**config.mk**
```make
export PLATFORM = sky130hd
export DESIGN_NAME = segment_page_fault_classifier_top
export DESIGN_NICKNAME = d
export VERILOG_FILES = /design/src/hw/rtl/spfc_pkg.sv /design/src/hw/rtl/spfc_alu.sv /design/src/hw/rtl/spfc_seg_table.sv /design/src/hw/rtl/segment_page_fault_classifier_top.sv
export SDC_FILE = /design/constraint.sdc
export NUM_CORES = 2
export LEC_CHECK = 0
export BUFFER_PORTS_ARGS = -buffer_cell sky130_fd_sc_hd__buf_2
export CORE_MARGIN = 2
export CORE_UTILIZATION = 45
export DETAILED_ROUTE_END_ITERATION = 7
export GPL_TIMING_DRIVEN = 0
export HOLD_SLACK_MARGIN = 0.08
export PLACE_DENSITY = 0.68
export SETUP_SLACK_MARGIN = 0.05
export SLEW_MARGIN = 5
export SYNTH_ARGS = -nofsm -noshare
export SYNTH_HDL_FRONTEND = slang
export SYNTH_SLANG_ARGS = --single-unit
```
**constraint.sdc**
```tcl
create_clock -name clk_i -period 21.3 [get_ports clk_i]
set_input_delay 5.325 -clock clk_i [delete_from_list [all_inputs] [get_ports clk_i]]
set_output_delay 5.325 -clock clk_i [all_outputs]
set_load 0.005 [all_outputs]
```
**src/hw/rtl/spfc_pkg.sv**
```systemverilog
// Shared types and constants for the segment page fault classifier.
package spfc_pkg;

  // Table and page geometry
  localparam int unsigned MAX_SEGMENTS = 8;
  localparam int unsigned PAGE_BITS    = 12;
  localparam logic [31:0] LOAD_TYPE    = 32'd1;

  localparam int unsigned DATA_W     = 32;
  localparam int unsigned CFG_W      = 4;
  localparam int unsigned ZF_W       = 13;
  localparam int unsigned HIT_W      = 3;
  localparam int unsigned IDX_W      = (MAX_SEGMENTS > 1) ? $clog2(MAX_SEGMENTS) : 1;
  localparam int unsigned CNT_W      = $clog2(MAX_SEGMENTS + 1);
  localparam int unsigned PAGE_BYTES = 1 << PAGE_BITS;

  // Command codes on the input channel
  typedef enum logic {
    CMD_LOAD  = 1'b0,
    CMD_FAULT = 1'b1
  } cmd_e;

  // Shared arithmetic unit operations
  typedef enum logic {
    ALU_ADD = 1'b0,
    ALU_SUB = 1'b1
  } alu_op_e;

  typedef struct packed {
    alu_op_e            op;
    logic [DATA_W-1:0]  a;
    logic [DATA_W-1:0]  b;
  } alu_req_t;

  typedef struct packed {
    logic [DATA_W-1:0]  res;    // low word of sum or difference
    logic               co;     // carry out on add, borrow on subtract
    logic [DATA_W-1:0]  sat;    // add result clamped at all ones
  } alu_rsp_t;

  // One segment table entry
  typedef struct packed {
    logic               loadable;
    logic [DATA_W-1:0]  base;
    logic [DATA_W-1:0]  mem_size;
    logic [DATA_W-1:0]  file_size;
    logic [DATA_W-1:0]  file_start;
  } seg_entry_t;

endpackage

```
**src/hw/rtl/spfc_alu.sv**
```systemverilog
// Shared 33-bit add/subtract unit with saturating add result.
module spfc_alu (
  input  spfc_pkg::alu_req_t req_i,
  output spfc_pkg::alu_rsp_t rsp_o
);

  logic [spfc_pkg::DATA_W:0] wide;

  // One adder serves both operations; top bit is carry or borrow
  always_comb begin
    unique case (req_i.op)
      spfc_pkg::ALU_ADD: wide = {1'b0, req_i.a} + {1'b0, req_i.b};
      spfc_pkg::ALU_SUB: wide = {1'b0, req_i.a} - {1'b0, req_i.b};
      default:           wide = '0;
    endcase
  end

  assign rsp_o.res = wide[spfc_pkg::DATA_W-1:0];
  assign rsp_o.co  = wide[spfc_pkg::DATA_W];
  assign rsp_o.sat = wide[spfc_pkg::DATA_W] ? '1 : wide[spfc_pkg::DATA_W-1:0];

endmodule

```
**src/hw/rtl/spfc_seg_table.sv**
```systemverilog
// Segment table memory: one write port, one registered read port.
module spfc_seg_table (
  input  logic                         clk_i,
  input  logic                         we_i,
  input  logic [spfc_pkg::IDX_W-1:0]   waddr_i,
  input  spfc_pkg::seg_entry_t         wdata_i,
  input  logic [spfc_pkg::IDX_W-1:0]   raddr_i,
  output spfc_pkg::seg_entry_t         rdata_o
);

  spfc_pkg::seg_entry_t mem_q [spfc_pkg::MAX_SEGMENTS];
  spfc_pkg::seg_entry_t rdata_q;

  // Write from load commands
  always_ff @(posedge clk_i) begin
    if (we_i) begin
      mem_q[waddr_i] <= wdata_i;
    end
  end

  // Registered read, follows the address every cycle
  always_ff @(posedge clk_i) begin
    rdata_q <= mem_q[raddr_i];
  end

  assign rdata_o = rdata_q;

endmodule

```
**src/hw/rtl/segment_page_fault_classifier_top.sv**
```systemverilog
// Top level: segment page fault classifier with sequencer over a shared adder.
//
//   channel | direction | handshake              | beat carries
//   cfg     | in        | cfg_valid_i/cfg_ready_o | segment_count
//   in      | in        | in_valid_i/in_ready_o   | load command or fault address
//   out     | out       | out_valid_o/out_ready_i | one result per fault command
//
// A load beat writes the table as it is accepted. A fault beat steps through the
// fault counter, each table entry walked (registered table read, base and end
// compares), the hit steps (file size, file offset, allocation count, last page,
// slack) and the hand-off of the result, paced by the one shared 33-bit adder.
// The input is not ready while a fault is in work. A finished result sits in the
// output register; the next beat is accepted while it waits to be taken.
// Reset clears the counters, segment_count and control; the table is not cleared.
module segment_page_fault_classifier_top (
  input  logic                            clk_i,
  input  logic                            rst_ni,
  // configuration
  input  logic                            cfg_valid_i,
  output logic                            cfg_ready_o,
  input  logic [spfc_pkg::CFG_W-1:0]      cfg_segment_count_i,
  // input items
  input  logic                            in_valid_i,
  output logic                            in_ready_o,
  input  logic                            cmd_i,
  input  logic [2:0]                      entry_index_i,
  input  logic [31:0]                     segment_type_i,
  input  logic [31:0]                     segment_base_i,
  input  logic [31:0]                     memory_size_i,
  input  logic [31:0]                     file_size_i,
  input  logic [31:0]                     file_start_i,
  input  logic [31:0]                     fault_address_i,
  // results
  output logic                            out_valid_o,
  input  logic                            out_ready_i,
  output logic                            mapped_o,
  output logic [31:0]                     page_base_o,
  output logic                            from_file_o,
  output logic [31:0]                     page_file_offset_o,
  output logic [spfc_pkg::ZF_W-1:0]       zero_from_o,
  output logic [spfc_pkg::HIT_W-1:0]      segment_hit_o,
  output logic [31:0]                     faults_seen_o,
  output logic [31:0]                     pages_allocated_o,
  output logic [31:0]                     fragmentation_bytes_o
);

  localparam int unsigned PB = spfc_pkg::PAGE_BITS;
  localparam int unsigned DW = spfc_pkg::DATA_W;

  // Sequencer states
  localparam logic [3:0] S_IDLE  = 4'd0;
  localparam logic [3:0] S_FCNT  = 4'd1;
  localparam logic [3:0] S_BASE  = 4'd2;
  localparam logic [3:0] S_MSZ   = 4'd3;
  localparam logic [3:0] S_WAIT  = 4'd4;
  localparam logic [3:0] S_FSZ   = 4'd5;
  localparam logic [3:0] S_FOFF  = 4'd6;
  localparam logic [3:0] S_ALLOC = 4'd7;
  localparam logic [3:0] S_LAST  = 4'd8;
  localparam logic [3:0] S_SLACK = 4'd9;
  localparam logic [3:0] S_DONE  = 4'd10;

  logic [3:0]                  state_q, state_d;
  logic [spfc_pkg::CNT_W-1:0]  idx_q, idx_d;
  logic [spfc_pkg::CNT_W-1:0]  limit_q, limit_d;
  logic [spfc_pkg::CFG_W-1:0]  seg_count_q;
  logic [DW-1:0]               page_q, page_d;
  logic [DW-1:0]               off_q, off_d;
  logic                        mapped_q, mapped_d;
  logic                        ff_q, ff_d;
  logic [DW-1:0]               foff_q, foff_d;
  logic [spfc_pkg::ZF_W-1:0]   zf_q, zf_d;
  logic [PB-1:0]               slack_add_q, slack_add_d;
  logic [DW-1:0]               fault_q, fault_d;
  logic [DW-1:0]               alloc_q, alloc_d;
  logic [DW-1:0]               slack_q, slack_d;
  logic                        out_valid_q, out_valid_d;
  logic                        out_load;

  logic                        in_fire;
  logic                        tbl_we;
  spfc_pkg::seg_entry_t        tbl_wdata;
  spfc_pkg::seg_entry_t        ent;
  spfc_pkg::alu_req_t          alu_req;
  spfc_pkg::alu_rsp_t          alu_rsp;
  logic [spfc_pkg::CNT_W-1:0]  idx_inc;
  logic                        last_entry;
  logic [PB-1:0]               used;

  // Configuration port is always ready
  assign cfg_ready_o = 1'b1;

  always_ff @(posedge clk_i or negedge rst_ni) begin
    if (!rst_ni) begin
      seg_count_q <= '0;
    end else if (cfg_valid_i) begin
      seg_count_q <= cfg_segment_count_i;
    end
  end

  assign in_ready_o = (state_q == S_IDLE);
  assign in_fire    = in_valid_i && in_ready_o;

  // Table write on a load beat with an index in range
  assign tbl_we = in_fire && (cmd_i == spfc_pkg::CMD_LOAD)
                  && (32'(entry_index_i) < spfc_pkg::MAX_SEGMENTS);
  assign tbl_wdata.loadable   = (segment_type_i == spfc_pkg::LOAD_TYPE);
  assign tbl_wdata.base       = segment_base_i;
  assign tbl_wdata.mem_size   = memory_size_i;
  assign tbl_wdata.file_size  = file_size_i;
  assign tbl_wdata.file_start = file_start_i;

  spfc_seg_table u_table (
    .clk_i   (clk_i),
    .we_i    (tbl_we),
    .waddr_i (spfc_pkg::IDX_W'(entry_index_i)),
    .wdata_i (tbl_wdata),
    .raddr_i (idx_q[spfc_pkg::IDX_W-1:0]),
    .rdata_o (ent)
  );

  spfc_alu u_alu (
    .req_i (alu_req),
    .rsp_o (alu_rsp)
  );

  assign idx_inc    = idx_q + spfc_pkg::CNT_W'(1);
  assign last_entry = (idx_inc >= limit_q);
  assign used       = ent.mem_size[PB-1:0];

  // Sequencer and shared unit operand select
  always_comb begin
    state_d     = state_q;
    idx_d       = idx_q;
    limit_d     = limit_q;
    page_d      = page_q;
    off_d       = off_q;
    mapped_d    = mapped_q;
    ff_d        = ff_q;
    foff_d      = foff_q;
    zf_d        = zf_q;
    slack_add_d = slack_add_q;
    fault_d     = fault_q;
    alloc_d     = alloc_q;
    slack_d     = slack_q;
    out_load    = 1'b0;
    out_valid_d = out_valid_q && !out_ready_i;
    alu_req     = '{op: spfc_pkg::ALU_ADD, a: '0, b: '0};

    unique case (state_q)
      S_IDLE: begin
        if (in_fire && (cmd_i == spfc_pkg::CMD_FAULT)) begin
          page_d   = {fault_address_i[DW-1:PB], {PB{1'b0}}};
          idx_d    = '0;
          limit_d  = (32'(seg_count_q) < spfc_pkg::MAX_SEGMENTS)
                     ? spfc_pkg::CNT_W'(seg_count_q)
                     : spfc_pkg::CNT_W'(spfc_pkg::MAX_SEGMENTS);
          mapped_d = 1'b0;
          ff_d     = 1'b0;
          foff_d   = '0;
          zf_d     = '0;
          state_d  = S_FCNT;
        end
      end
      S_FCNT: begin
        alu_req = '{op: spfc_pkg::ALU_ADD, a: fault_q, b: DW'(1)};
        fault_d = alu_rsp.sat;
        state_d = (limit_q == '0) ? S_DONE : S_BASE;
      end
      S_BASE: begin
        // page - base, borrow means page below the segment
        alu_req = '{op: spfc_pkg::ALU_SUB, a: page_q, b: ent.base};
        off_d   = alu_rsp.res;
        if (ent.loadable && !alu_rsp.co) begin
          state_d = S_MSZ;
        end else if (last_entry) begin
          state_d = S_DONE;
        end else begin
          idx_d   = idx_inc;
          state_d = S_WAIT;
        end
      end
      S_MSZ: begin
        // offset < memory size is the 33-bit end check
        alu_req = '{op: spfc_pkg::ALU_SUB, a: off_q, b: ent.mem_size};
        if (alu_rsp.co) begin
          mapped_d = 1'b1;
          state_d  = S_FSZ;
        end else if (last_entry) begin
          state_d = S_DONE;
        end else begin
          idx_d   = idx_inc;
          state_d = S_WAIT;
        end
      end
      S_WAIT: begin
        state_d = S_BASE;
      end
      S_FSZ: begin
        // file_size - offset: bytes of file left from this page on
        alu_req = '{op: spfc_pkg::ALU_SUB, a: ent.file_size, b: off_q};
        if (!alu_rsp.co && (alu_rsp.res != '0)) begin
          ff_d = 1'b1;
          if (alu_rsp.res[DW-1:PB] == '0) begin
            zf_d = spfc_pkg::ZF_W'(alu_rsp.res[PB-1:0]);
          end else begin
            zf_d = spfc_pkg::ZF_W'(spfc_pkg::PAGE_BYTES);
          end
          state_d = S_FOFF;
        end else begin
          state_d = S_ALLOC;
        end
      end
      S_FOFF: begin
        alu_req = '{op: spfc_pkg::ALU_ADD, a: ent.file_start, b: off_q};
        foff_d  = alu_rsp.res;
        state_d = S_ALLOC;
      end
      S_ALLOC: begin
        alu_req = '{op: spfc_pkg::ALU_ADD, a: alloc_q, b: DW'(1)};
        alloc_d = alu_rsp.sat;
        state_d = S_LAST;
      end
      S_LAST: begin
        // last page when offset page number equals (memory size - 1) page number
        alu_req = '{op: spfc_pkg::ALU_SUB, a: ent.mem_size, b: DW'(1)};
        if ((alu_rsp.res[DW-1:PB] == off_q[DW-1:PB]) && (used != '0)) begin
          slack_add_d = PB'(0) - used;
          state_d     = S_SLACK;
        end else begin
          state_d = S_DONE;
        end
      end
      S_SLACK: begin
        alu_req = '{op: spfc_pkg::ALU_ADD, a: slack_q, b: DW'(slack_add_q)};
        slack_d = alu_rsp.sat;
        state_d = S_DONE;
      end
      S_DONE: begin
        if (!out_valid_q || out_ready_i) begin
          out_load    = 1'b1;
          out_valid_d = 1'b1;
          state_d     = S_IDLE;
        end
      end
      default: begin
        state_d = S_IDLE;
      end
    endcase
  end

  // Control and counters
  always_ff @(posedge clk_i or negedge rst_ni) begin
    if (!rst_ni) begin
      state_q     <= S_IDLE;
      idx_q       <= '0;
      limit_q     <= '0;
      fault_q     <= '0;
      alloc_q     <= '0;
      slack_q     <= '0;
      out_valid_q <= 1'b0;
    end else begin
      state_q     <= state_d;
      idx_q       <= idx_d;
      limit_q     <= limit_d;
      fault_q     <= fault_d;
      alloc_q     <= alloc_d;
      slack_q     <= slack_d;
      out_valid_q <= out_valid_d;
    end
  end

  // Per-fault working registers
  always_ff @(posedge clk_i) begin
    page_q      <= page_d;
    off_q       <= off_d;
    mapped_q    <= mapped_d;
    ff_q        <= ff_d;
    foff_q      <= foff_d;
    zf_q        <= zf_d;
    slack_add_q <= slack_add_d;
  end

  // Output register
  always_ff @(posedge clk_i) begin
    if (out_load) begin
      mapped_o              <= mapped_q;
      page_base_o           <= page_q;
      from_file_o           <= ff_q;
      page_file_offset_o    <= foff_q;
      zero_from_o           <= zf_q;
      segment_hit_o         <= mapped_q ? spfc_pkg::HIT_W'(idx_q) : '0;
      faults_seen_o         <= fault_q;
      pages_allocated_o     <= alloc_q;
      fragmentation_bytes_o <= slack_q;
    end
  end

  assign out_valid_o = out_valid_q;

`ifndef SYNTHESIS
  // Mapped faults never outnumber faults
  a_alloc_le_faults: assert property (@(posedge clk_i) disable iff (!rst_ni)
    out_valid_o |-> (pages_allocated_o <= faults_seen_o))
    else $error("pages_allocated exceeds faults_seen");

  // A miss reports no segment detail
  a_miss_clean: assert property (@(posedge clk_i) disable iff (!rst_ni)
    (out_valid_o && !mapped_o) |-> (!from_file_o && (page_file_offset_o == '0)
                                    && (zero_from_o == '0) && (segment_hit_o == '0)))
    else $error("miss carries segment fields");

  // A file-backed page zero-fills from within (0, page size]
  a_zero_from_range: assert property (@(posedge clk_i) disable iff (!rst_ni)
    (out_valid_o && from_file_o) |-> ((zero_from_o != '0)
      && (zero_from_o <= spfc_pkg::ZF_W'(spfc_pkg::PAGE_BYTES))))
    else $error("zero_from out of range on file page");

  // A fault beat makes the block busy
  a_fault_busy: assert property (@(posedge clk_i) disable iff (!rst_ni)
    (in_fire && (cmd_i == spfc_pkg::CMD_FAULT)) |=> !in_ready_o)
    else $error("input ready right after a fault beat");

  // The walk never reads past the search limit
  a_idx_in_limit: assert property (@(posedge clk_i) disable iff (!rst_ni)
    ((state_q == S_BASE) || (state_q == S_MSZ)) |-> (idx_q < limit_q))
    else $error("table walk beyond segment_count");
`endif

endmodule

```
==> flow_summary_export.csv <==
group,metric,value,unit
run_status,outcome,"finished clean",
yosys,yosys.area.top_type,"sky130_fd_sc_hd__edfxtp_1",
clock_tree,ctsRootBufferMaster,"sky130_fd_sc_hd__clkbuf_16",
floorplanning,floorplan.die_area,136000,µm²
floorplanning,core-area,133000,µm²
setup_path,setup.worst_path.class,"reg2reg",
layout,final_core_utilization,53.1,%
placement,detailed_place_hpwl,128000,µm
flow_run,max_capacitance_violation_total,0,
timing,slew-limit-headroom,6.22,%
placement,portBuffers,360,
setup_path,cp_data_required_time,21800,ps
setup_path,worst-r2r-setup-slack,11650,ps
yosys,synth_seq_area_share,74.5,%
setup_path,setup.worst_path.end_class,"flip-flop",
worst_hold_path,worst_hold_path.endpoint,"page_file_offset_o[27]",
timing,hold_violations,0,
global_routing,grt_pass1_wl,249000,µm
setup_path,cp_slowest_cell,"sky130_fd_sc_hd__nor3_1",
timing,setup_tns,0,ps
global_routing,via_count_of_the_first_global_routing_pass,33155,
timing,min_period,9650,ps
floorplanning,design.portCount,386,
global_routing,globalRouteTotalUtil,26.0,%
setup_path,cp-start-kind,"flip-flop",
layout,fillers,10463,
layout,flow.area_growth_from_synthesis,17.7,%
timing,worst_slew_pin_slew,1410,ps
timing,grt_setup_unrepaired,"false",
yosys,asyncSetResetFlopFracSynth,7.29,%
setup_path,worst-path-max-fanout,10,
floorplanning,fp-row-count,134,
placement,post_dp_cell_area,65500,µm²
setup_path,crit_chain,"buf_2 > buf_2 > buf_2 > buf_1 > nor3_1 > clkbuf_1 > clkbuf_1 > a22oi_1 > nand4_1 > ha_1 > clkbuf_1 > a21oi_1 > o21ai_0 > or2_2 > nor4_1 > nor2_1 > xor2_1 > xnor2_1 > o2111ai_1 > nor4_2 > buf_4",
yosys,synthTopCellsByArea,"sky130_fd_sc_hd__edfxtp_1 65%, sky130_fd_sc_hd__mux4_2 9.7%, sky130_fd_sc_hd__dfrtp_1 4.7%",
yosys,yosysWarningCount,0,
route,wirelength,178000,µm
clock_tree,cts_post_setup_buffers_inserted,0,
floorplanning,die_x,369,µm
floorplanning,starting_density,45.2,%
placement,gp_congestion,1.00,
setup_path,rr_worst_depth,21,
route,vias,34443,
setup_path,capturing_point_of_the_worst_reg2reg_path,"slack_add_q[11]",
timing,drv_slew,0,
yosys,post_synth_num_cell_types,85,
global_routing,antenna_found_initial,37,
yosys,syn_avg_cell_area,18.2,µm²
clock_tree,clkSlewWorstSetupHoldPaths,60,ps
global_routing,globalRoute.totalOverflow,0,
setup_path,critical_path.max_stage_delay,1100,ps
yosys,post_synth_inst_count,3291,
timing,max_freq,104,MHz
clock_tree,cts.htree.levels,4,
yosys,yosys_register_bits,1551,
timing,post-route-period-util,45.3,%
layout,final_cells,5821,
clock_tree,clock_sink_count,1551,
yosys,synthFlopType,"sky130_fd_sc_hd__edfxtp_1",
timing,fin_skew,41.4,ps
route,first_pass_iters,6,
layout,fin_nets,4157,
clock_tree,cts-root-to-sink-buffers,3,
clock_tree,post_cts_hold_buffer_count,0,
power,vdd_drop_max,0.000147,V
yosys,netlist_area,60100,µm²
setup_path,worstSetupStartpoint,"state_q[0]",
route,initialDrtViolationCount,4399,
clock_tree,worst_skew_pair.late_latency,810,ps
layout,final_layout_size_suffix_gt1_share,28.7,%
worst_hold_path,type_of_the_most_critical_hold_path,"reg2reg",
route,route.detailed.drc,0,
yosys,netlist.area_leader.share,65.5,%
placement,numPlacedInstances,5522,
route,vias_per_cell,5.92,
worst_hold_path,holdCritStartpoint,"foff_q[27]",
power,power_per_cell_area,169,nW/µm²
setup_path,arrival,10150,ps
clock_tree,tritoncts,"yes",
route,drt.antenna.violating_nets,0,
timing,timing.final.setup_violations,0,
yosys,synth_edf_count,1309,
worst_hold_path,min_path_cells,0,
clock_tree,post_cts.resized_instances,0,
power,static-leakage-power,23.8,nW
global_routing,maximum_number_of_pins_on_one_net_before_global_route_repair,82,
power,post-layout-total-power,12.0,mW
floorplanning,chipHeight,369,µm
setup_path,worstReg2RegStart,"state_q[0]",
clock_tree,cts_inserted_buffers,156,
layout,finish.instance_area,70700,µm²
route,wire_per_inst,30.6,µm
[layout make-up]
cell class                      count  area (µm²)  area share [%]
Tap cell                         1768        2210            3.13
Buffer                            182         767            1.09
Timing Repair Buffer              452        3150            4.46
Sequential cell                  1551       44700            63.3
Multi-Input combinational cell   1537       14600            20.6
Clock buffer                      228        4490            6.35
Inverter                           32         120           0.170
Antenna cell                        9        22.5          0.0319
Clock inverter                     62         607           0.859
[flip-flops by register name, indices dropped and copies added, names as in the netlist, 32 cells and up]
register	flops
page_file_offset_o	32
faults_seen_o	32
off_q	32
pages_allocated_o	32
alloc_q	32
fault_q	32
u_table.rdata_o	129
slack_q	32
fragmentation_bytes_o	32
foff_q	32
u_table.mem_q	1032
[metrics by stage]
step	worst slack (ps)	hold slack, ps
CTS	12030	418
detailed placement	12070	405
finish	11650	416
global placement	-4260	403
floorplan	2940	400
global route	11400	420
[Yosys cell counts, types with 54 or more instances]
library cell               number
sky130_fd_sc_hd__a22oi_1      108
sky130_fd_sc_hd__dfxtp_1      129
sky130_fd_sc_hd__nand2_1      117
sky130_fd_sc_hd__dfrtp_1      113
sky130_fd_sc_hd__mux2_2       142
sky130_fd_sc_hd__a21oi_1      124
sky130_fd_sc_hd__edfxtp_1    1309
sky130_fd_sc_hd__mux4_2       258
sky130_fd_sc_hd__nor2_1       189
sky130_fd_sc_hd__clkbuf_1     120
sky130_fd_sc_hd__xnor2_1       54
sky130_fd_sc_hd__o21ai_0       63
[critical path, delay by kind of cell, from the launching register on]
family                   cells  cell delay (ps)
AND/OR/NAND/NOR              6             3300
buffers and inverters        8             3170
AO/OA/AOI/OAI                4             1250
XOR/XNOR                     2              980
flip-flops                   1              360
adder cells (fa/ha/maj)      1              260
[how the worst max path moves through the flow]
stage | to | slack [ps]
finish | slack_add_q[11] | 11650
global route | zf_q[12] | 11400
CTS | zf_q[12] | 12030
detailed placement | zf_q[3] | 12070
global placement | page_file_offset_o[1] | -4260
floorplan | faults_seen_o[0] | 2940
[kinds of logic (layout without fill, tap and decap cells)]
kind of cell             after synthesis  after routing  share of synthesized area (%)
XOR/XNOR                              90             90                           1.34
flip-flops                          1551           1551                           74.5
buffers and inverters                214            956                           1.47
other                                  2             22                         0.0125
multiplexers                         412            412                           12.5
AND/OR/NAND/NOR                      548            548                           4.43
adder cells (fa/ha/maj)               40             40                          0.846
AO/OA/AOI/OAI                        434            434                           4.90
[layer usage]
layer	wire (µm)	vias up	share of wire, %	track usage [%]
met4	6840	36	3.8	9.43
met5	239	-	0.13	0
met1	72000	17700	40	36.5
met2	80500	1929	45	39.0
li1	-	14420	-	-
met3	18400	358	10	6.98
[where the power goes]
group / switching (mW) / internal [mW] / total, mW
sequential: 0.404 / 3.79 / 4.19
clock: 1.19 / 1.51 / 2.70
combinational: 3.43 / 1.66 / 5.09
[cells in the final DEF (no fill, tap or decap), drive strengths merged, types with 108 or more instances in the layout]
cell	instances
edfxtp	1309
buf	514
clkbuf	348
mux4	258
nor2	189
mux2	142
dfxtp	129
a21oi	125
nand2	117
dfrtp	113
a22oi	108
Note: power is estimated with default switching activity, not from simulation.
